File: src/asmt_pkg.sv
// ----------------------------------------------------------------------------
// asmt_pkg
// Shared types and constants for the ANSI SGR to markup translator: channel
// payloads, controller states, command and status groups, character codes.
// ----------------------------------------------------------------------------
`default_nettype none

package asmt_pkg;

    // Default sizes
    localparam int ESC_WINDOW_DEF   = 16;
    localparam int OUT_CAPACITY_DEF = 8000;
    localparam int MAX_RESULTS      = 40;
    localparam int RES_W            = $clog2(MAX_RESULTS + 1);

    // Character codes
    localparam logic [7:0] CH_ESC  = 8'h1B;
    localparam logic [7:0] CH_CR   = 8'h0D;
    localparam logic [7:0] CH_LF   = 8'h0A;
    localparam logic [7:0] CH_TAB  = 8'h09;
    localparam logic [7:0] CH_SP   = 8'h20;
    localparam logic [7:0] CH_PCT  = 8'h25;
    localparam logic [7:0] CH_PLUS = 8'h2B;
    localparam logic [7:0] CH_MIN  = 8'h2D;
    localparam logic [7:0] CH_0    = 8'h30;
    localparam logic [7:0] CH_9    = 8'h39;
    localparam logic [7:0] CH_LBK  = 8'h5B;
    localparam logic [7:0] CH_RBK  = 8'h5D;
    localparam logic [7:0] CH_LBR  = 8'h7B;
    localparam logic [7:0] CH_RBR  = 8'h7D;
    localparam logic [7:0] CH_LPR  = 8'h28;
    localparam logic [7:0] CH_RPR  = 8'h29;
    localparam logic [7:0] CH_LB   = 8'h62;
    localparam logic [7:0] CH_LC   = 8'h63;
    localparam logic [7:0] CH_LM   = 8'h6D;
    localparam logic [7:0] CH_LR   = 8'h72;

    // Number parser phases
    localparam logic [1:0] PH_START = 2'd0;
    localparam logic [1:0] PH_SIGN  = 2'd1;
    localparam logic [1:0] PH_DIGIT = 2'd2;
    localparam logic [1:0] PH_DONE  = 2'd3;

    typedef struct packed {
        logic [7:0] in_byte;
        logic       in_end;
    } asmt_in_t;

    typedef struct packed {
        logic [7:0] out_char;
        logic       char_valid;
        logic       run_last;
        logic       string_done;
        logic       truncated;
    } asmt_out_t;

    typedef enum logic [2:0] {
        ST_IDLE,
        ST_HANDLE,
        ST_EMIT,
        ST_FETCH,
        ST_ENDCHK,
        ST_DRAIN_GO,
        ST_DRAIN_WAIT
    } asmt_state_t;

    typedef enum logic [1:0] {
        SRC_IN,
        SRC_MEM,
        SRC_EXTRA
    } asmt_src_t;

    // Controller to datapath / output buffer
    typedef struct packed {
        logic accept;
        logic handle;
        logic emit;
        logic fetch;
        logic endchk;
        logic drain_start;
        logic finish;
    } asmt_cmd_t;

    // Datapath to controller
    typedef struct packed {
        logic list_done;
        logic more;
        logic in_end;
        logic end_idle;
    } asmt_dp_status_t;

    // Output buffer to controller and datapath
    typedef struct packed {
        logic has_results;
        logic full;
        logic drain_done;
    } asmt_ob_status_t;

endpackage

`default_nettype wire

File: src/asmt_ctrl.sv
// ----------------------------------------------------------------------------
// asmt_ctrl
// Sequencer: accepts a byte, runs handling and character emission, walks
// the escape window on a literal flush, closes the string and drains results.
// ----------------------------------------------------------------------------
`default_nettype none

module asmt_ctrl (
    input  wire                        clk,
    input  wire                        rst_n,
    input  wire                        in_valid,
    input  asmt_pkg::asmt_dp_status_t  dp_status,
    input  asmt_pkg::asmt_ob_status_t  ob_status,
    output asmt_pkg::asmt_cmd_t        cmd,
    output logic                       idle
);
    import asmt_pkg::*;

    asmt_state_t state_reg;
    asmt_state_t state_next;

    // State register
    always_ff @(posedge clk or negedge rst_n)
    begin
        if (!rst_n)
        begin
            state_reg <= ST_IDLE;
        end
        else
        begin
            state_reg <= state_next;
        end
    end

    // Next state
    always_comb
    begin
        state_next = state_reg;
        case (state_reg)
            ST_IDLE:
            begin
                if (in_valid)
                begin
                    state_next = ST_HANDLE;
                end
            end
            ST_HANDLE:
            begin
                state_next = ST_EMIT;
            end
            ST_EMIT:
            begin
                if (dp_status.list_done)
                begin
                    if (dp_status.more)
                    begin
                        state_next = ST_FETCH;
                    end
                    else if (dp_status.in_end)
                    begin
                        state_next = ST_ENDCHK;
                    end
                    else if (ob_status.has_results)
                    begin
                        state_next = ST_DRAIN_GO;
                    end
                    else
                    begin
                        state_next = ST_IDLE;
                    end
                end
            end
            ST_FETCH:
            begin
                state_next = ST_HANDLE;
            end
            ST_ENDCHK:
            begin
                if (dp_status.end_idle)
                begin
                    state_next = ST_DRAIN_GO;
                end
                else
                begin
                    state_next = ST_EMIT;
                end
            end
            ST_DRAIN_GO:
            begin
                state_next = ST_DRAIN_WAIT;
            end
            ST_DRAIN_WAIT:
            begin
                if (ob_status.drain_done)
                begin
                    state_next = ST_IDLE;
                end
            end
            default:
            begin
                state_next = ST_IDLE;
            end
        endcase
    end

    // Outputs
    always_comb
    begin
        cmd  = '0;
        idle = 1'b0;
        case (state_reg)
            ST_IDLE:
            begin
                idle       = 1'b1;
                cmd.accept = in_valid;
            end
            ST_HANDLE:
            begin
                cmd.handle = 1'b1;
            end
            ST_EMIT:
            begin
                cmd.emit = !dp_status.list_done;
            end
            ST_FETCH:
            begin
                cmd.fetch = 1'b1;
            end
            ST_ENDCHK:
            begin
                cmd.endchk = !dp_status.end_idle;
            end
            ST_DRAIN_GO:
            begin
                cmd.drain_start = 1'b1;
            end
            ST_DRAIN_WAIT:
            begin
                cmd.finish = ob_status.drain_done;
            end
            default:
            begin
                cmd = '0;
            end
        endcase
    end

endmodule

`default_nettype wire

File: src/asmt_datapath.sv
// ----------------------------------------------------------------------------
// asmt_datapath
// Per-string state, escape window store, number parser and the character
// list produced by handling one byte; writes characters to the result buffer.
// ----------------------------------------------------------------------------
`default_nettype none

module asmt_datapath #(
    parameter int ESC_WINDOW   = asmt_pkg::ESC_WINDOW_DEF,
    parameter int OUT_CAPACITY = asmt_pkg::OUT_CAPACITY_DEF
) (
    input  wire                        clk,
    input  wire                        rst_n,
    input  asmt_pkg::asmt_cmd_t        cmd,
    input  asmt_pkg::asmt_in_t         in_data,
    input  wire                        cfg_we,
    input  wire                        cfg_data,
    input  asmt_pkg::asmt_ob_status_t  ob_status,
    output asmt_pkg::asmt_dp_status_t  dp_status,
    output logic                       wr_en,
    output logic [7:0]                 wr_data,
    output logic                       in_end,
    output logic                       truncated
);
    import asmt_pkg::*;

    localparam int CNT_W = $clog2(ESC_WINDOW + 1);
    localparam int Q_W   = $clog2(ESC_WINDOW + 2);
    localparam int AW    = $clog2(ESC_WINDOW);
    localparam int OC_W  = $clog2(OUT_CAPACITY + 1);

    // Colour letter for a parsed number, zero when unknown
    function automatic logic [7:0] colour_code(input logic [6:0] v, input logic neg);
        logic [7:0] code;
        code = 8'h00;
        if (neg && (v != 7'd0))
        begin
            code = 8'h00;
        end
        else
        begin
            case (v)
                7'd0:  code = "n";
                7'd1:  code = "h";
                7'd5:  code = "f";
                7'd7:  code = "i";
                7'd30: code = "x";
                7'd31: code = "r";
                7'd32: code = "g";
                7'd33: code = "y";
                7'd34: code = "b";
                7'd35: code = "m";
                7'd36: code = "c";
                7'd37: code = "w";
                7'd40: code = "X";
                7'd41: code = "R";
                7'd42: code = "G";
                7'd43: code = "Y";
                7'd44: code = "B";
                7'd45: code = "M";
                7'd46: code = "C";
                7'd47: code = "W";
                default: code = 8'h00;
            endcase
        end
        return code;
    endfunction

    // Registers
    logic             mode_reg, mode_next;
    logic             sp_reg, sp_next;
    logic             esc_reg, esc_next;
    logic [CNT_W-1:0] cnt_reg, cnt_next;
    logic [6:0]       num_reg, num_next;
    logic [1:0]       phase_reg, phase_next;
    logic             neg_reg, neg_next;
    logic [OC_W-1:0]  oc_reg, oc_next;
    logic             drop_reg, drop_next;
    logic [7:0]       in_byte_reg, in_byte_next;
    logic             in_end_reg, in_end_next;
    asmt_src_t        src_reg, src_next;
    logic [Q_W-1:0]   q_idx_reg, q_idx_next;
    logic [Q_W-1:0]   q_len_reg, q_len_next;
    logic [7:0]       extra_reg, extra_next;
    logic [7:0]       list_reg [3];
    logic [7:0]       list_next [3];
    logic [1:0]       list_n_reg, list_n_next;
    logic [1:0]       list_i_reg, list_i_next;

    // Escape window store
    logic [7:0]       store_mem [ESC_WINDOW];
    logic [7:0]       store_rd_reg;
    logic             store_we;

    logic [7:0]       cur;
    logic             digit;
    logic [3:0]       dval;
    logic [10:0]      acc;
    logic             is_ws;
    logic [7:0]       code;

    // Byte under handling
    always_comb
    begin
        case (src_reg)
            SRC_IN:    cur = in_byte_reg;
            SRC_MEM:   cur = store_rd_reg;
            SRC_EXTRA: cur = extra_reg;
            default:   cur = in_byte_reg;
        endcase
    end

    assign digit = (cur >= CH_0) && (cur <= CH_9);
    assign dval  = cur[3:0];
    assign acc   = ({4'd0, num_reg} << 3) + ({4'd0, num_reg} << 1) + {7'd0, dval};
    assign is_ws = (cur == CH_SP) || ((cur >= CH_TAB) && (cur <= CH_CR));
    assign code  = colour_code(num_reg, neg_reg);

    // Next-state logic for all commands
    always_comb
    begin
        mode_next    = mode_reg;
        sp_next      = sp_reg;
        esc_next     = esc_reg;
        cnt_next     = cnt_reg;
        num_next     = num_reg;
        phase_next   = phase_reg;
        neg_next     = neg_reg;
        oc_next      = oc_reg;
        drop_next    = drop_reg;
        in_byte_next = in_byte_reg;
        in_end_next  = in_end_reg;
        src_next     = src_reg;
        q_idx_next   = q_idx_reg;
        q_len_next   = q_len_reg;
        extra_next   = extra_reg;
        list_next    = list_reg;
        list_n_next  = list_n_reg;
        list_i_next  = list_i_reg;
        store_we     = 1'b0;
        wr_en        = 1'b0;
        wr_data      = list_reg[list_i_reg];

        if (cfg_we)
        begin
            mode_next = cfg_data;
        end

        // New input byte
        if (cmd.accept)
        begin
            in_byte_next = in_data.in_byte;
            in_end_next  = in_data.in_end;
            src_next     = SRC_IN;
            q_idx_next   = '0;
            q_len_next   = '0;
        end

        // Re-read one held byte
        if (cmd.fetch)
        begin
            src_next   = (q_idx_reg == Q_W'(ESC_WINDOW)) ? SRC_EXTRA : SRC_MEM;
            q_idx_next = q_idx_reg + 1'b1;
        end

        // Handle one byte: build up to three output characters
        if (cmd.handle)
        begin
            list_i_next = 2'd0;
            list_n_next = 2'd0;
            if (esc_reg)
            begin
                if (cur == CH_LM)
                begin
                    esc_next = 1'b0;
                    cnt_next = '0;
                    if (mode_reg && (code != 8'h00))
                    begin
                        list_next[0] = CH_PCT;
                        list_next[1] = CH_LC;
                        list_next[2] = code;
                        list_n_next  = 2'd3;
                    end
                end
                else if (cnt_reg < CNT_W'(ESC_WINDOW))
                begin
                    store_we = 1'b1;
                    cnt_next = cnt_reg + 1'b1;
                    if (cnt_reg != '0)
                    begin
                        case (phase_reg)
                            PH_START:
                            begin
                                if (is_ws)
                                begin
                                    phase_next = PH_START;
                                end
                                else if ((cur == CH_PLUS) || (cur == CH_MIN))
                                begin
                                    neg_next   = (cur == CH_MIN);
                                    phase_next = PH_SIGN;
                                end
                                else if (digit)
                                begin
                                    num_next   = {3'd0, dval};
                                    phase_next = PH_DIGIT;
                                end
                                else
                                begin
                                    phase_next = PH_DONE;
                                end
                            end
                            PH_SIGN:
                            begin
                                if (digit)
                                begin
                                    num_next   = {3'd0, dval};
                                    phase_next = PH_DIGIT;
                                end
                                else
                                begin
                                    phase_next = PH_DONE;
                                end
                            end
                            PH_DIGIT:
                            begin
                                if (digit)
                                begin
                                    num_next = (acc > 11'd127) ? 7'd127 : acc[6:0];
                                end
                                else
                                begin
                                    phase_next = PH_DONE;
                                end
                            end
                            default:
                            begin
                                phase_next = phase_reg;
                            end
                        endcase
                    end
                end
                else
                begin
                    // window full: ESC goes out literally, held bytes re-run
                    list_next[0] = CH_ESC;
                    list_n_next  = 2'd1;
                    extra_next   = cur;
                    q_idx_next   = '0;
                    q_len_next   = Q_W'(ESC_WINDOW + 1);
                    esc_next     = 1'b0;
                    cnt_next     = '0;
                end
            end
            else
            begin
                // pending space resolves against this byte
                if (sp_reg)
                begin
                    sp_next = 1'b0;
                    if (cur == CH_SP)
                    begin
                        list_next[0] = CH_PCT;
                        list_next[1] = CH_LB;
                        list_n_next  = 2'd2;
                    end
                    else
                    begin
                        list_next[0] = CH_SP;
                        list_n_next  = 2'd1;
                    end
                end
                if (cur == CH_ESC)
                begin
                    esc_next   = 1'b1;
                    cnt_next   = '0;
                    num_next   = '0;
                    phase_next = PH_START;
                    neg_next   = 1'b0;
                end
                else if (cur == CH_SP)
                begin
                    if (mode_reg)
                    begin
                        sp_next = 1'b1;
                    end
                    else
                    begin
                        list_next[list_n_next] = CH_SP;
                        list_n_next = list_n_next + 1'b1;
                    end
                end
                else if ((cur == CH_PCT) || (cur == CH_LBK) || (cur == CH_RBK) ||
                         (cur == CH_LBR) || (cur == CH_RBR) || (cur == CH_LPR) ||
                         (cur == CH_RPR))
                begin
                    if (mode_reg)
                    begin
                        list_next[list_n_next] = CH_PCT;
                        list_n_next = list_n_next + 1'b1;
                    end
                    list_next[list_n_next] = cur;
                    list_n_next = list_n_next + 1'b1;
                end
                else if (cur == CH_CR)
                begin
                    list_n_next = list_n_next;
                end
                else if (cur == CH_LF)
                begin
                    if (mode_reg)
                    begin
                        list_next[list_n_next] = CH_PCT;
                        list_n_next = list_n_next + 1'b1;
                        list_next[list_n_next] = CH_LR;
                        list_n_next = list_n_next + 1'b1;
                    end
                    else
                    begin
                        list_next[list_n_next] = CH_SP;
                        list_n_next = list_n_next + 1'b1;
                    end
                end
                else
                begin
                    list_next[list_n_next] = cur;
                    list_n_next = list_n_next + 1'b1;
                end
            end
        end

        // Close the string: flush an open sequence, then a pending space
        if (cmd.endchk)
        begin
            list_i_next = 2'd0;
            if (esc_reg)
            begin
                list_next[0] = CH_ESC;
                list_n_next  = 2'd1;
                q_idx_next   = '0;
                q_len_next   = Q_W'(cnt_reg);
                esc_next     = 1'b0;
                cnt_next     = '0;
            end
            else
            begin
                list_next[0] = CH_SP;
                list_n_next  = 2'd1;
                sp_next      = 1'b0;
            end
        end

        // One character to the result buffer, or dropped at a limit
        if (cmd.emit)
        begin
            list_i_next = list_i_reg + 1'b1;
            if ((oc_reg >= OC_W'(OUT_CAPACITY)) || ob_status.full)
            begin
                drop_next = 1'b1;
            end
            else
            begin
                wr_en   = 1'b1;
                oc_next = oc_reg + 1'b1;
            end
        end

        // End of string: per-string state back to its reset values
        if (cmd.finish && in_end_reg)
        begin
            sp_next    = 1'b0;
            esc_next   = 1'b0;
            cnt_next   = '0;
            num_next   = '0;
            phase_next = PH_START;
            neg_next   = 1'b0;
            oc_next    = '0;
            drop_next  = 1'b0;
        end
    end

    // Control registers
    always_ff @(posedge clk or negedge rst_n)
    begin
        if (!rst_n)
        begin
            mode_reg   <= 1'b1;
            sp_reg     <= 1'b0;
            esc_reg    <= 1'b0;
            cnt_reg    <= '0;
            num_reg    <= '0;
            phase_reg  <= PH_START;
            neg_reg    <= 1'b0;
            oc_reg     <= '0;
            drop_reg   <= 1'b0;
            in_end_reg <= 1'b0;
            src_reg    <= SRC_IN;
            q_idx_reg  <= '0;
            q_len_reg  <= '0;
            list_n_reg <= 2'd0;
            list_i_reg <= 2'd0;
        end
        else
        begin
            mode_reg   <= mode_next;
            sp_reg     <= sp_next;
            esc_reg    <= esc_next;
            cnt_reg    <= cnt_next;
            num_reg    <= num_next;
            phase_reg  <= phase_next;
            neg_reg    <= neg_next;
            oc_reg     <= oc_next;
            drop_reg   <= drop_next;
            in_end_reg <= in_end_next;
            src_reg    <= src_next;
            q_idx_reg  <= q_idx_next;
            q_len_reg  <= q_len_next;
            list_n_reg <= list_n_next;
            list_i_reg <= list_i_next;
        end
    end

    // Payload registers
    always_ff @(posedge clk)
    begin
        in_byte_reg <= in_byte_next;
        extra_reg   <= extra_next;
        list_reg    <= list_next;
    end

    // Window store: written while a sequence collects, read on re-run
    always_ff @(posedge clk)
    begin
        if (store_we)
        begin
            store_mem[cnt_reg[AW-1:0]] <= cur;
        end
        if (cmd.fetch)
        begin
            store_rd_reg <= store_mem[q_idx_reg[AW-1:0]];
        end
    end

    assign dp_status.list_done = (list_i_reg == list_n_reg);
    assign dp_status.more      = (q_idx_reg < q_len_reg);
    assign dp_status.in_end    = in_end_reg;
    assign dp_status.end_idle  = !esc_reg && !sp_reg;
    assign in_end              = in_end_reg;
    assign truncated           = drop_reg;

endmodule

`default_nettype wire

File: src/asmt_outbuf.sv
// ----------------------------------------------------------------------------
// asmt_outbuf
// Collects the characters of one step, then plays them out on the result
// channel with run, string and drop flags; a bare end marker when empty.
// ----------------------------------------------------------------------------
`default_nettype none

module asmt_outbuf (
    input  wire                        clk,
    input  wire                        rst_n,
    input  wire                        wr_en,
    input  wire  [7:0]                 wr_data,
    input  wire                        drain_start,
    input  wire                        in_end,
    input  wire                        truncated,
    input  wire                        out_stall,
    output logic                       out_valid,
    output asmt_pkg::asmt_out_t        out_data,
    output asmt_pkg::asmt_ob_status_t  ob_status
);
    import asmt_pkg::*;

    logic [7:0]       res_mem [MAX_RESULTS];
    logic [RES_W-1:0] res_n_reg, res_n_next;
    logic [RES_W-1:0] rd_idx_reg, rd_idx_next;
    logic             valid_reg, valid_next;
    logic             last_reg, last_next;
    logic             marker_reg, marker_next;
    logic [7:0]       rd_data_reg;
    logic             rd_en;
    logic [RES_W-1:0] rd_addr;
    logic             transfer;

    assign transfer = valid_reg && !out_stall;

    // Fill and play-out control
    always_comb
    begin
        res_n_next  = res_n_reg;
        rd_idx_next = rd_idx_reg;
        valid_next  = valid_reg;
        last_next   = last_reg;
        marker_next = marker_reg;
        rd_en       = 1'b0;
        rd_addr     = rd_idx_reg;

        if (wr_en)
        begin
            res_n_next = res_n_reg + 1'b1;
        end

        if (drain_start)
        begin
            valid_next = 1'b1;
            if (res_n_reg == '0)
            begin
                marker_next = 1'b1;
                last_next   = 1'b1;
            end
            else
            begin
                marker_next = 1'b0;
                rd_en       = 1'b1;
                rd_addr     = '0;
                rd_idx_next = RES_W'(1);
                last_next   = (res_n_reg == RES_W'(1));
            end
        end
        else if (transfer)
        begin
            if (last_reg)
            begin
                valid_next  = 1'b0;
                res_n_next  = '0;
                marker_next = 1'b0;
            end
            else
            begin
                rd_en       = 1'b1;
                rd_idx_next = rd_idx_reg + 1'b1;
                last_next   = ((rd_idx_reg + 1'b1) == res_n_reg);
            end
        end
    end

    always_ff @(posedge clk or negedge rst_n)
    begin
        if (!rst_n)
        begin
            res_n_reg  <= '0;
            rd_idx_reg <= '0;
            valid_reg  <= 1'b0;
            last_reg   <= 1'b0;
            marker_reg <= 1'b0;
        end
        else
        begin
            res_n_reg  <= res_n_next;
            rd_idx_reg <= rd_idx_next;
            valid_reg  <= valid_next;
            last_reg   <= last_next;
            marker_reg <= marker_next;
        end
    end

    // Result memory
    always_ff @(posedge clk)
    begin
        if (wr_en)
        begin
            res_mem[res_n_reg] <= wr_data;
        end
        if (rd_en)
        begin
            rd_data_reg <= res_mem[rd_addr];
        end
    end

    assign out_valid            = valid_reg;
    assign out_data.out_char    = marker_reg ? 8'h00 : rd_data_reg;
    assign out_data.char_valid  = !marker_reg;
    assign out_data.run_last    = last_reg;
    assign out_data.string_done = last_reg && in_end;
    assign out_data.truncated   = truncated;

    assign ob_status.has_results = (res_n_reg != '0);
    assign ob_status.full        = (res_n_reg == RES_W'(MAX_RESULTS));
    assign ob_status.drain_done  = transfer && last_reg;

endmodule

`default_nettype wire

File: src/ansi_sgr_to_markup_translator.sv
// ----------------------------------------------------------------------------
// ansi_sgr_to_markup_translator
// Byte-serial translator of ANSI SGR escape sequences into percent markup,
// or a stripped copy, selected by the translate_mode register.
//
// Input channel in_valid/in_stall/in_data: one source byte per transfer,
// in_end on the last byte of a string. Result channel out_valid/out_stall/
// out_data: the characters caused by that byte, run_last on the last one,
// string_done on the last result of a string; a closing byte with no
// characters gives one end marker with char_valid low.
// Configuration: cfg_valid/cfg_ready/cfg_data writes translate_mode; ready
// only while no byte is in flight.
// Flow: one byte at a time. A plain byte is collected (accept, handle,
// emit per character, decide), then its results are drained; a window
// overflow or unterminated flush re-reads each held byte from the window
// store and handles and emits it in turn. The input is stalled until
// every result of the byte is taken; a stalled receiver holds the current
// result on the output register.
// Reset selects translate mode and clears all per-string state.
// ----------------------------------------------------------------------------
`default_nettype none

module ansi_sgr_to_markup_translator #(
    parameter int ESC_WINDOW   = asmt_pkg::ESC_WINDOW_DEF,
    parameter int OUT_CAPACITY = asmt_pkg::OUT_CAPACITY_DEF
) (
    input  wire                  clk,
    input  wire                  rst_n,
    input  wire                  in_valid,
    output logic                 in_stall,
    input  asmt_pkg::asmt_in_t   in_data,
    output logic                 out_valid,
    input  wire                  out_stall,
    output asmt_pkg::asmt_out_t  out_data,
    input  wire                  cfg_valid,
    output logic                 cfg_ready,
    input  wire                  cfg_data
);
    import asmt_pkg::*;

    asmt_cmd_t       cmd;
    asmt_dp_status_t dp_status;
    asmt_ob_status_t ob_status;
    logic            idle;
    logic            wr_en;
    logic [7:0]      wr_data;
    logic            in_end;
    logic            truncated;

    assign in_stall  = !idle;
    assign cfg_ready = idle;

    asmt_ctrl u_ctrl (
        .clk       (clk),
        .rst_n     (rst_n),
        .in_valid  (in_valid),
        .dp_status (dp_status),
        .ob_status (ob_status),
        .cmd       (cmd),
        .idle      (idle)
    );

    asmt_datapath #(
        .ESC_WINDOW   (ESC_WINDOW),
        .OUT_CAPACITY (OUT_CAPACITY)
    ) u_datapath (
        .clk       (clk),
        .rst_n     (rst_n),
        .cmd       (cmd),
        .in_data   (in_data),
        .cfg_we    (cfg_valid && cfg_ready),
        .cfg_data  (cfg_data),
        .ob_status (ob_status),
        .dp_status (dp_status),
        .wr_en     (wr_en),
        .wr_data   (wr_data),
        .in_end    (in_end),
        .truncated (truncated)
    );

    asmt_outbuf u_outbuf (
        .clk         (clk),
        .rst_n       (rst_n),
        .wr_en       (wr_en),
        .wr_data     (wr_data),
        .drain_start (cmd.drain_start),
        .in_end      (in_end),
        .truncated   (truncated),
        .out_stall   (out_stall),
        .out_valid   (out_valid),
        .out_data    (out_data),
        .ob_status   (ob_status)
    );

endmodule

`default_nettype wire
File: config.mk
export PLATFORM = sky130hd
export DESIGN_NAME = ansi_sgr_to_markup_translator
export DESIGN_NICKNAME = d
export VERILOG_FILES = /design/src/asmt_pkg.sv /design/src/asmt_ctrl.sv /design/src/asmt_datapath.sv /design/src/asmt_outbuf.sv /design/src/ansi_sgr_to_markup_translator.sv
export SDC_FILE = /design/constraint.sdc
export NUM_CORES = 1
export LEC_CHECK = 0
export BUFFER_PORTS_ARGS = -buffer_cell sky130_fd_sc_hd__buf_2
export CAP_MARGIN = 0
export CORE_ASPECT_RATIO = 0.6
export CORE_MARGIN = 10
export CORE_UTILIZATION = 68
export DETAILED_ROUTE_END_ITERATION = 10
export PLACE_DENSITY_LB_ADDON = 0.15
export SETUP_SLACK_MARGIN = 0.05
export SYNTH_ARGS = -nofsm -noshare
export SYNTH_HDL_FRONTEND = slang
export SYNTH_SLANG_ARGS = --single-unit
File: constraint.sdc
create_clock -name clk -period 11.9 [get_ports clk]
set_input_delay 2.38 -clock clk [delete_from_list [all_inputs] [get_ports clk]]
set_output_delay 2.38 -clock clk [all_outputs]
set_load 0.005 [all_outputs]
==> results.txt, run 1 <==
wire per inst - 27.2 um
Syn Nets - 2055
Final Cycle Share - 0.423
CTS Buffer Depth - 3
Detailed Routing Iterations Pass 1 - 6
MaxCap Viol Count - 0
clock root cell - clkbuf_16
number of global-route vias before repair - 16.4k
hpwl dp - 44.3 mm
Post-CTS Setup Inserts - 0
Mapped Cells - 1996
Detail Route Antenna Nets - 0
Most used DFF post-synth - edfxtp_1
setup ws final - 6.87 ns
flop2flop setup slack - 6.87 ns
Hold Crit Class - flip-flop to flip-flop
startpoint types - flip-flop
number of flip-flops in the largest register - 320
Rows - 55
worst-skew pair later-pin latency - 0.59 ns
io pins - 30
Setup CP Type - flip-flop to flip-flop
Hold Path Origin - u_datapath.neg_reg$_DFFE_PN0P_
Worst Setup SP - u_datapath.src_reg[0]$_DFFE_PN0P_
Post-synth ARST share - 0.117
endpoint type of the worst setup path - flip-flop
pre-CTS setup slack - 7.07 ns
Finished Cell Area - 0.0280 sq mm
I/O Buffers - 29
final hold vios - 0
yosys warns - 0
routability cong. - 0.941
die height - 171 um
final net count - 2043
Setup TNS - 0 ns
total gr overflow - 0
RSZ-0062 raised after global routing - false
largest net degree at the start of global routing - 69
starting density of the core - 0.689
Worst IR Drop VDD - 0.191 mV
# setup viols final - 0
outcome - complete, no violations
register bit total from synthesis - 571
final WL - 68.7 mm
CTS tree - built
Netlist cell types - 91
routed vias/inst - 6.90
DIE AREA - 0.0467 sq mm
syn avg cell area - 13.0 sq um
first-pass GRT wire length - 104 mm
Layout Utilization - 0.743
width of the die - 272 um
commonest non-fill, non-tap cells in the layout - edfxtp_1 (504), nand2_1 (261), nor2_1 (141), a21oi_1 (96), nand3_1 (93)
Power Density - 242 mW/mm^2
CTS buffer count - 49
Clock Skew - 0.0245 ns
Worst slew margin - 0.161
number of DRC markers in iteration 0 - 2996
CP max FO - 22
critical path data required time - 12.23 ns
min cycle time layout - 5.03 ns
Multi-input gate area - 0.00849 sq mm
via count - 17.5k
CP arrival - 5.36 ns
clock transition at the registers of the reported paths - 0.06 ns
worst r2r src - u_datapath.src_reg[0]$_DFFE_PN0P_
H-tree depth - 2
Area Overhead vs Synth - 7.87%
Slew Viols, Final - 0
drc violations - 0
# diodes - 0
cts hold-fix bufs - 0
Max Freq - 0.199 GHz
core area - 0.0377 sq mm
initial antenna violation count - 2
measured slew at the worst slew-check pin - 1.26 ns
filler cell count - 2418
Clock Sinks - 571
EDFF count, synth - 504
Post-Syn Area - 0.0260 sq mm
LEAKAGE - 9.69 nW
gr usage total - 0.296
Min Hold Slack - 0.497 ns
placed cell area - 0.0265 sq mm
leading cell type in the layout, fill and taps excluded - edfxtp_1
Resize count post-CTS - 0
FF+latch area - 0.0168 sq mm
register area share after synthesis - 0.647
layout cells sized above 1 - 0.119
==> cell type report <==
class	count	area share
clock buffer	64	0.0469
clock inverter	22	0.00656
timing repair buffer	59	0.0133
tap	513	0.0229
inverter	57	0.00763
multi-input combinational	1246	0.303
sequential	571	0.600
==> worst paths after layout <==
check	endpoint	cells after the start
worst max-delay path	u_datapath.list_reg[13]$_DFFE_PP_	14
worst min-delay path	u_datapath.neg_reg$_DFFE_PN0P_	2
worst max register to register	u_datapath.list_reg[13]$_DFFE_PP_	14
worst min register to register	u_datapath.neg_reg$_DFFE_PN0P_	2
max in group asynchronous	u_outbuf.rd_idx_reg[0]$_DFFE_PN0P_	1
min in group asynchronous	u_datapath.src_reg[1]$_DFFE_PN0P_	1
==> per-stage QoR <==
stage / std cells / power, mW
CTS: 2532 / 6.70
detailed placement: 2446 / 5.17
global placement: 2446 / 5.12
finish: 2532 / 6.77
global route: 2532 / 7.04
floorplan: 1996 / 4.37
==> power breakdown <==
part,internal (mW),switching (mW),total (mW)
Sequential,2.68,0.235,2.91
Clock,0.824,0.717,1.54
Combinational,0.731,1.59,2.32
Total,4.23,2.54,6.77
==> Yosys cell counts, types with 14 or more instances <==
cell type	count	area, sq um
mux4_2	58	1310
clkbuf_1	79	297
o21ai_0	60	300
nor2b_1	25	156
buf_2	25	125
a31oi_1	27	169
a21oi_1	96	480
nor3_1	24	120
o22ai_1	24	150
mux2i_1	25	250
inv_1	53	199
nand3_1	93	465
nand2_1	264	991
xnor2_1	14	123
or3_1	18	113
nor2_1	142	533
edfxtp_1	504	15100
nand2b_1	21	131
a211oi_1	54	405
dfrtp_1	66	1650
xor2_1	17	149
ha_1	42	526
a311oi_1	21	184
nand4_1	14	87.6
and3_1	33	206
==> logic make-up (layout without fill, tap and decap cells) <==
family,after synthesis,in the layout,share of synthesized area
buf+inv,179,202,0.0282
fa+ha+maj,44,44,0.0218
flops,571,571,0.647
simple gates,679,679,0.122
mux,97,97,0.0660
xor+xnor,31,31,0.0104
compound gates,395,395,0.104
==> critical path, stage by stage, from the launching register on <==
cell and delay, ns:
dfrtp_1 0.38, inv_1 0.05, ha_1 0.52, a221o_1 0.38, nand2_1 0.16, inv_1 0.36
nor2_1 0.47, nand4_1 0.59, nand2_2 0.43, xnor2_1 0.13, ha_1 0.39, nand2b_1 0.26
a21o_1 0.19, a31oi_1 0.33, a2bb2oi_1 0.11
==> per-layer routing <==
layer	GRT usage	routed length, um
met1	0.466	29500
met2	0.407	28400
met3	0.0804	9640
met4	0.0544	1160
met5	0	0
(Power assumes the default switching activity.)
==> inputs of run 2 (changes only) <==
--- a/config.mk
+++ b/config.mk
@@ -5,11 +5,12 @@
 export SDC_FILE = /design/constraint.sdc
 export NUM_CORES = 1
 export LEC_CHECK = 0
+export ABC_AREA = 1
 export BUFFER_PORTS_ARGS = -buffer_cell sky130_fd_sc_hd__buf_2
 export CAP_MARGIN = 0
 export CORE_ASPECT_RATIO = 0.6
 export CORE_MARGIN = 10
-export CORE_UTILIZATION = 68
+export CORE_UTILIZATION = 57
 export DETAILED_ROUTE_END_ITERATION = 10
 export PLACE_DENSITY_LB_ADDON = 0.15
 export SETUP_SLACK_MARGIN = 0.05
==> constraint.sdc (replaced) <==
create_clock -name clk -period 4.4 [get_ports clk]
set_input_delay 0.88 -clock clk [delete_from_list [all_inputs] [get_ports clk]]
set_output_delay 0.88 -clock clk [all_outputs]
set_load 0.005 [all_outputs]
==> results.txt, run 2 <==
final net count - 2632
register bit total from synthesis - 571
EDFF count, synth - 504
starting density of the core - 0.580
MaxCap Viol Count - 0
I/O Buffers - 29
CP max FO - 21
Post-synth ARST share - 0.117
critical path data required time - 4.85 ns
Clock Skew - 0.0347 ns
startpoint types - flip-flop
Commonest cells post-synth - edfxtp_1 (504), nand2_1 (471), inv_1 (251)
Resize count post-CTS - 0
clock root cell - clkbuf_16
CTS Buffer Depth - 3
DIE AREA - 0.0566 sq mm
H-tree depth - 2
Rows - 61
cts hold-fix bufs - 0
routability cong. - 0.980
gr usage total - 0.252
clock transition at the registers of the reported paths - 0.07 ns
final hold vios - 0
endpoint type of the worst setup path - flip-flop
placed cell area - 0.0278 sq mm
Area Overhead vs Synth - 9.39%
CP arrival - 4.27 ns
CTS buffer count - 52
Synth area leaders - edfxtp_1 (56%), nand2_1 (6.6%), dfrtp_1 (6.1%), nand3_1 (4.0%), o211ai_1 (3.7%)
layout cells sized above 1 - 0.111
yosys warns - 0
# diodes - 0
die height - 188 um
drc violations - 0
Final Cycle Share - 0.868
Power Density - 710 mW/mm^2
CTS tree - built
metal3 WL - 8.77 mm
top sig layer - met4
initial antenna violation count - 1
largest net degree at the start of global routing - 103
number of flip-flops in the largest register - 320
top-area cell type share of the netlist area - 0.562
number of global-route vias before repair - 18.1k
io pins - 30
register area share after synthesis - 0.624
Max Freq - 0.262 GHz
wire length on met1 - 34.1 mm
core area - 0.0465 sq mm
Mapped Cells - 2562
Min Hold Slack - 0.422 ns
Post-Syn Area - 0.0269 sq mm
Syn Nets - 2621
via count - 19.5k
worst-skew pair later-pin latency - 0.60 ns
width of the die - 301 um
hpwl dp - 48.5 mm
measured slew at the worst slew-check pin - 1.11 ns
Hold Crit Class - input pin to async pin
Most used DFF post-synth - edfxtp_1
Clock Sinks - 571
leading cell type in the layout, fill and taps excluded - edfxtp_1
total gr overflow - 0
Layout Utilization - 0.634
top-count cell post-synth - edfxtp_1
Worst IR Drop VDD - 0.456 mV
syn avg cell area - 10.5 sq um
Setup CP Type - flip-flop to flip-flop
wire per inst - 22.4 um
min cycle time layout - 3.82 ns
filler cell count - 3692
final WL - 72.6 mm
Slew Viols, Final - 0
RSZ-0062 raised after global routing - false
WL met2 - 28.8 mm
LEAKAGE - 11.3 nW
Detail Route Antenna Nets - 0
# setup viols final - 0
Setup TNS - 0 ns
Finished Cell Area - 0.0295 sq mm
number of DRC markers in iteration 0 - 2521
first-pass GRT wire length - 111 mm
routed vias/inst - 6.02
Detailed Routing Iterations Pass 1 - 5
commonest non-fill, non-tap cells in the layout - edfxtp_1 (504), nand2_1 (471), inv_1 (250), nor2_1 (224), nand3_1 (217)
Post-CTS Setup Inserts - 0
Netlist cell types - 64
Yosys top cell by area - edfxtp_1
Worst slew margin - 0.251
outcome - complete, no violations
run 2: changes by cell type after synthesis, sizes merged, moves of 90 or more:
| cell | change |
|---|---|
| nor2 | +102 |
| nand3 | +138 |
| o211ai | +119 |
| nand2 | +233 |
| inv | +222 |
| o21ai | +90 |
run 2: kinds of logic after synthesis:
group / after synthesis / share of synthesized area
adders and majority gates: 44 / 0.0210
and+or+nand+nor: 1073 / 0.182
xor gates and xnor gates: 10 / 0.00325
AOI/OAI and AO/OA: 463 / 0.109
DFF: 571 / 0.624
buffers and inverters: 401 / 0.0615
run 2: path summary, 6_finish.rpt:
check,startpoint,endpoint,slack (ns),cells past startpoint
setup / recovery,u_datapath.src_reg[0]$_DFFE_PN0P_,u_datapath.num_reg[4]$_DFFE_PN0P_,0.58,17
hold / removal,rst_n,u_datapath.num_reg[6]$_DFFE_PN0P_,0.42,1
setup reg to reg,u_datapath.src_reg[0]$_DFFE_PN0P_,u_datapath.num_reg[4]$_DFFE_PN0P_,0.58,17
hold reg to reg,u_datapath.truncated$_DFFE_PN0P_,u_datapath.truncated$_DFFE_PN0P_,0.53,2
max in group asynchronous,rst_n,u_datapath.q_idx_reg[0]$_DFF_PN0_,3.29,1
min in group clk,in_data[7],u_datapath.in_byte_reg[6]$_DFFE_PP_,0.47,1
run 2: through the flow:
| stage | total power [mW] | std cells | setup slack, ns |
|---|---|---|---|
| after floorplan | 13.2 | 2562 | 1.33 |
| after global placement | 16.2 | 3149 | 0.761 |
| after detailed placement | 16.3 | 3149 | 0.676 |
| after CTS | 20.8 | 3246 | 0.619 |
| after global routing | 22.0 | 3246 | 0.332 |
| final | 20.9 | 3246 | 0.582 |
run 2: critical path, cell delays in order (launching register included):
cell and delay [ns]:
dfrtp_1 0.37, inv_1 0.06, ha_1 0.31, inv_2 0.23, or2_1 0.19, nand2_4 0.11, inv_2 0.36, ha_1 0.32
ha_1 0.20, inv_1 0.08, fa_1 0.20, nor2_1 0.06, a211oi_1 0.30, nand4_1 0.13, nand2_1 0.10, o211ai_1 0.20
o21ai_0 0.34, o21ai_2 0.10
run 2: routing by layer:
layer | vias up | GRT usage
li1 | 9001 | -
met1 | 9504 | 0.409
met2 | 960 | 0.332
met3 | 76 | 0.0683
met4 | 0 | 0.0414
met5 | - | 0
run 2: report_power, final:
part / switching [mW] / total [mW] / internal (mW)
Clock: 1.98 / 4.48 / 2.50
Sequential: 0.489 / 7.95 / 7.46
Combinational: 6.27 / 8.50 / 2.23
Total: 8.74 / 20.9 / 12.2
run 2: layout make-up:
type / count / area, sq um / share of cell area
Sequential cell: 571 / 16800 / 0.571
Clock inverter: 25 / 226 / 0.00768
Clock buffer: 72 / 1460 / 0.0495
Timing Repair Buffer: 73 / 515 / 0.0175
Inverter: 285 / 1080 / 0.0366
Multi-Input combinational cell: 1590 / 8590 / 0.292
Tap cell: 630 / 788 / 0.0267
==> inputs of run 3 (changes only) <==
--- a/config.mk
+++ b/config.mk
@@ -12,7 +12,7 @@
 export CORE_MARGIN = 10
 export CORE_UTILIZATION = 57
 export DETAILED_ROUTE_END_ITERATION = 10
-export PLACE_DENSITY_LB_ADDON = 0.15
+export PLACE_DENSITY = 0.83
 export SETUP_SLACK_MARGIN = 0.05
 export SYNTH_ARGS = -nofsm -noshare
 export SYNTH_HDL_FRONTEND = slang
==> results.txt, run 3 (same netlist as run 2, synthesis figures left out) <==
outcome - complete, no violations
MaxCap Viol Count - 0
filler cell count - 3540
Worst R2R Path Depth - 16
Final Cycle Share - 0.883
H-tree depth - 2
grt met1 use - 0.379
Slew Viols, Final - 0
largest net degree at the start of global routing - 122
CTS buffer count - 51
CP max FO - 24
Hold EP - u_datapath.in_byte_reg[5]$_DFFE_PP_
Multi-input gate area - 0.00859 sq mm
total gr overflow - 0
width of the die - 301 um
Worst slew margin - 0.164
CTS tree - built
initial antenna violation count - 0
Hold Path Origin - in_data[6]
Rows - 61
number of flip-flops in the largest register - 320
Resize count post-CTS - 0
gr usage total - 0.250
final WL - 72.7 mm
Detail Route Antenna Nets - 0
Setup TNS - 0 ns
CP arrival - 4.35 ns
endpoint type of the worst setup path - flip-flop
Worst IR Drop VDD - 0.585 mV
final hold vios - 0
number of global-route vias before repair - 18.8k
DIE AREA - 0.0566 sq mm
Hold Path Depth - 1
routability cong. - 1.00
core area - 0.0465 sq mm
cts hold-fix bufs - 0
worst r2r src - u_datapath.src_reg[0]$_DFFE_PN0P_
Post-CTS Setup Inserts - 0
die height - 188 um
commonest non-fill, non-tap cells in the layout - edfxtp_1 (504), nand2_1 (471), inv_1 (251), nor2_1 (224), nand3_1 (217)
critical path data required time - 4.86 ns
min cycle time layout - 3.88 ns
leading cell type in the layout, fill and taps excluded - edfxtp_1
FF+latch area - 0.0168 sq mm
routed vias/inst - 6.18
via count - 20.0k
hpwl dp - 48.3 mm
clock root cell - clkbuf_16
starting density of the core - 0.580
Area Overhead vs Synth - 9.30%
Setup CP Type - flip-flop to flip-flop
# diodes - 0
Clock Sinks - 571
r2r endpoint - u_datapath.num_reg[5]$_DFFE_PN0P_
CTS Buffer Depth - 3
final net count - 2627
Hold Crit Class - input pin to flip-flop
layout cells sized above 1 - 0.112
first-pass GRT wire length - 111 mm
I/O Buffers - 29
LEAKAGE - 11.2 nW
io pins - 30
RSZ-0062 raised after global routing - false
flop2flop setup slack - 0.52 ns
total power - 21.0 mW
Detailed Routing Iterations Pass 1 - 6
wire per inst - 22.4 um
met3 usage - 0.0782
met2 Track Usage GR - 0.346
number of DRC markers in iteration 0 - 2986
Power Density - 713 mW/mm^2
Max Freq - 0.257 GHz
drc violations - 0
startpoint types - flip-flop
Clock Skew - 0.0234 ns
# setup viols final - 0
measured slew at the worst slew-check pin - 1.25 ns
GRT busiest layer - met1
clock transition at the registers of the reported paths - 0.07 ns
worst-skew pair later-pin latency - 0.60 ns
run 3: changes by cell type in the layout (fill, tap and decap cells not counted), sizes merged:
cell	delta
buf	-4
bufinv	+3
clkbuf	-12
clkinv	+2
clkinvlp	+4
inv	+2
run 3: area by class of cell:
cell class                      count  share of cell area
Sequential cell                   571               0.571
Multi-Input combinational cell   1590               0.292
Clock buffer                       60              0.0448
Inverter                          285              0.0366
Tap cell                          630              0.0268
Timing Repair Buffer               69              0.0160
Clock inverter                     36              0.0131
run 3: stage by stage:
stage	instance area [sq um]	instances	hold slack, ns	utilization	worst slack, ns
floorplan	26900	2562	0.463	-	1.33
global placement	27700	3145	0.482	0.597	0.811
detailed placement	27700	3145	0.477	0.597	0.565
CTS	29400	3241	0.441	0.634	0.525
global route	29400	3241	0.438	0.634	0.259
finish	29400	3241	0.466	0.634	0.515
run 3: per-layer routing:
metal  wire [um]  share of wire
met2       30100           0.41
met1       31500           0.43
met3        9770           0.13
met5           0              0
met4        1280          0.018
run 3: worst max-delay path, cell delays in order (launching register included):
cell      delay (ns)
dfrtp_1         0.39
inv_1           0.06
ha_1            0.33
inv_2           0.24
or2_1           0.19
nand2_4         0.11
inv_2           0.36
fa_1            0.54
inv_1           0.10
fa_1            0.21
nor2_1          0.06
a211oi_1        0.34
nand4_1         0.16
nand2_1         0.09
o211ai_1        0.19
o21ai_0         0.29
o21ai_2         0.10
run 3: where the power goes:
group	internal (mW)	total (mW)	switching, mW
sequential	7.47	7.92	0.457
combinational	2.19	8.51	6.32
clock	2.53	4.57	2.04
run 3: worst max path at each step:
stage | to | slack [ns] | cells past startpoint | start
floorplan | u_datapath.num_reg[1]$_DFFE_PN0P_ | 1.33 | 17 | u_datapath.src_reg[0]$_DFFE_PN0P_
global placement | u_datapath.num_reg[5]$_DFFE_PN0P_ | 0.81 | 16 | u_datapath.src_reg[0]$_DFFE_PN0P_
detailed placement | u_datapath.num_reg[3]$_DFFE_PN0P_ | 0.57 | 16 | u_datapath.src_reg[0]$_DFFE_PN0P_
CTS | u_datapath.num_reg[5]$_DFFE_PN0P_ | 0.52 | 16 | u_datapath.src_reg[0]$_DFFE_PN0P_
global route | u_datapath.num_reg[5]$_DFFE_PN0P_ | 0.26 | 16 | u_datapath.src_reg[0]$_DFFE_PN0P_
finish | u_datapath.num_reg[5]$_DFFE_PN0P_ | 0.52 | 16 | u_datapath.src_reg[0]$_DFFE_PN0P_
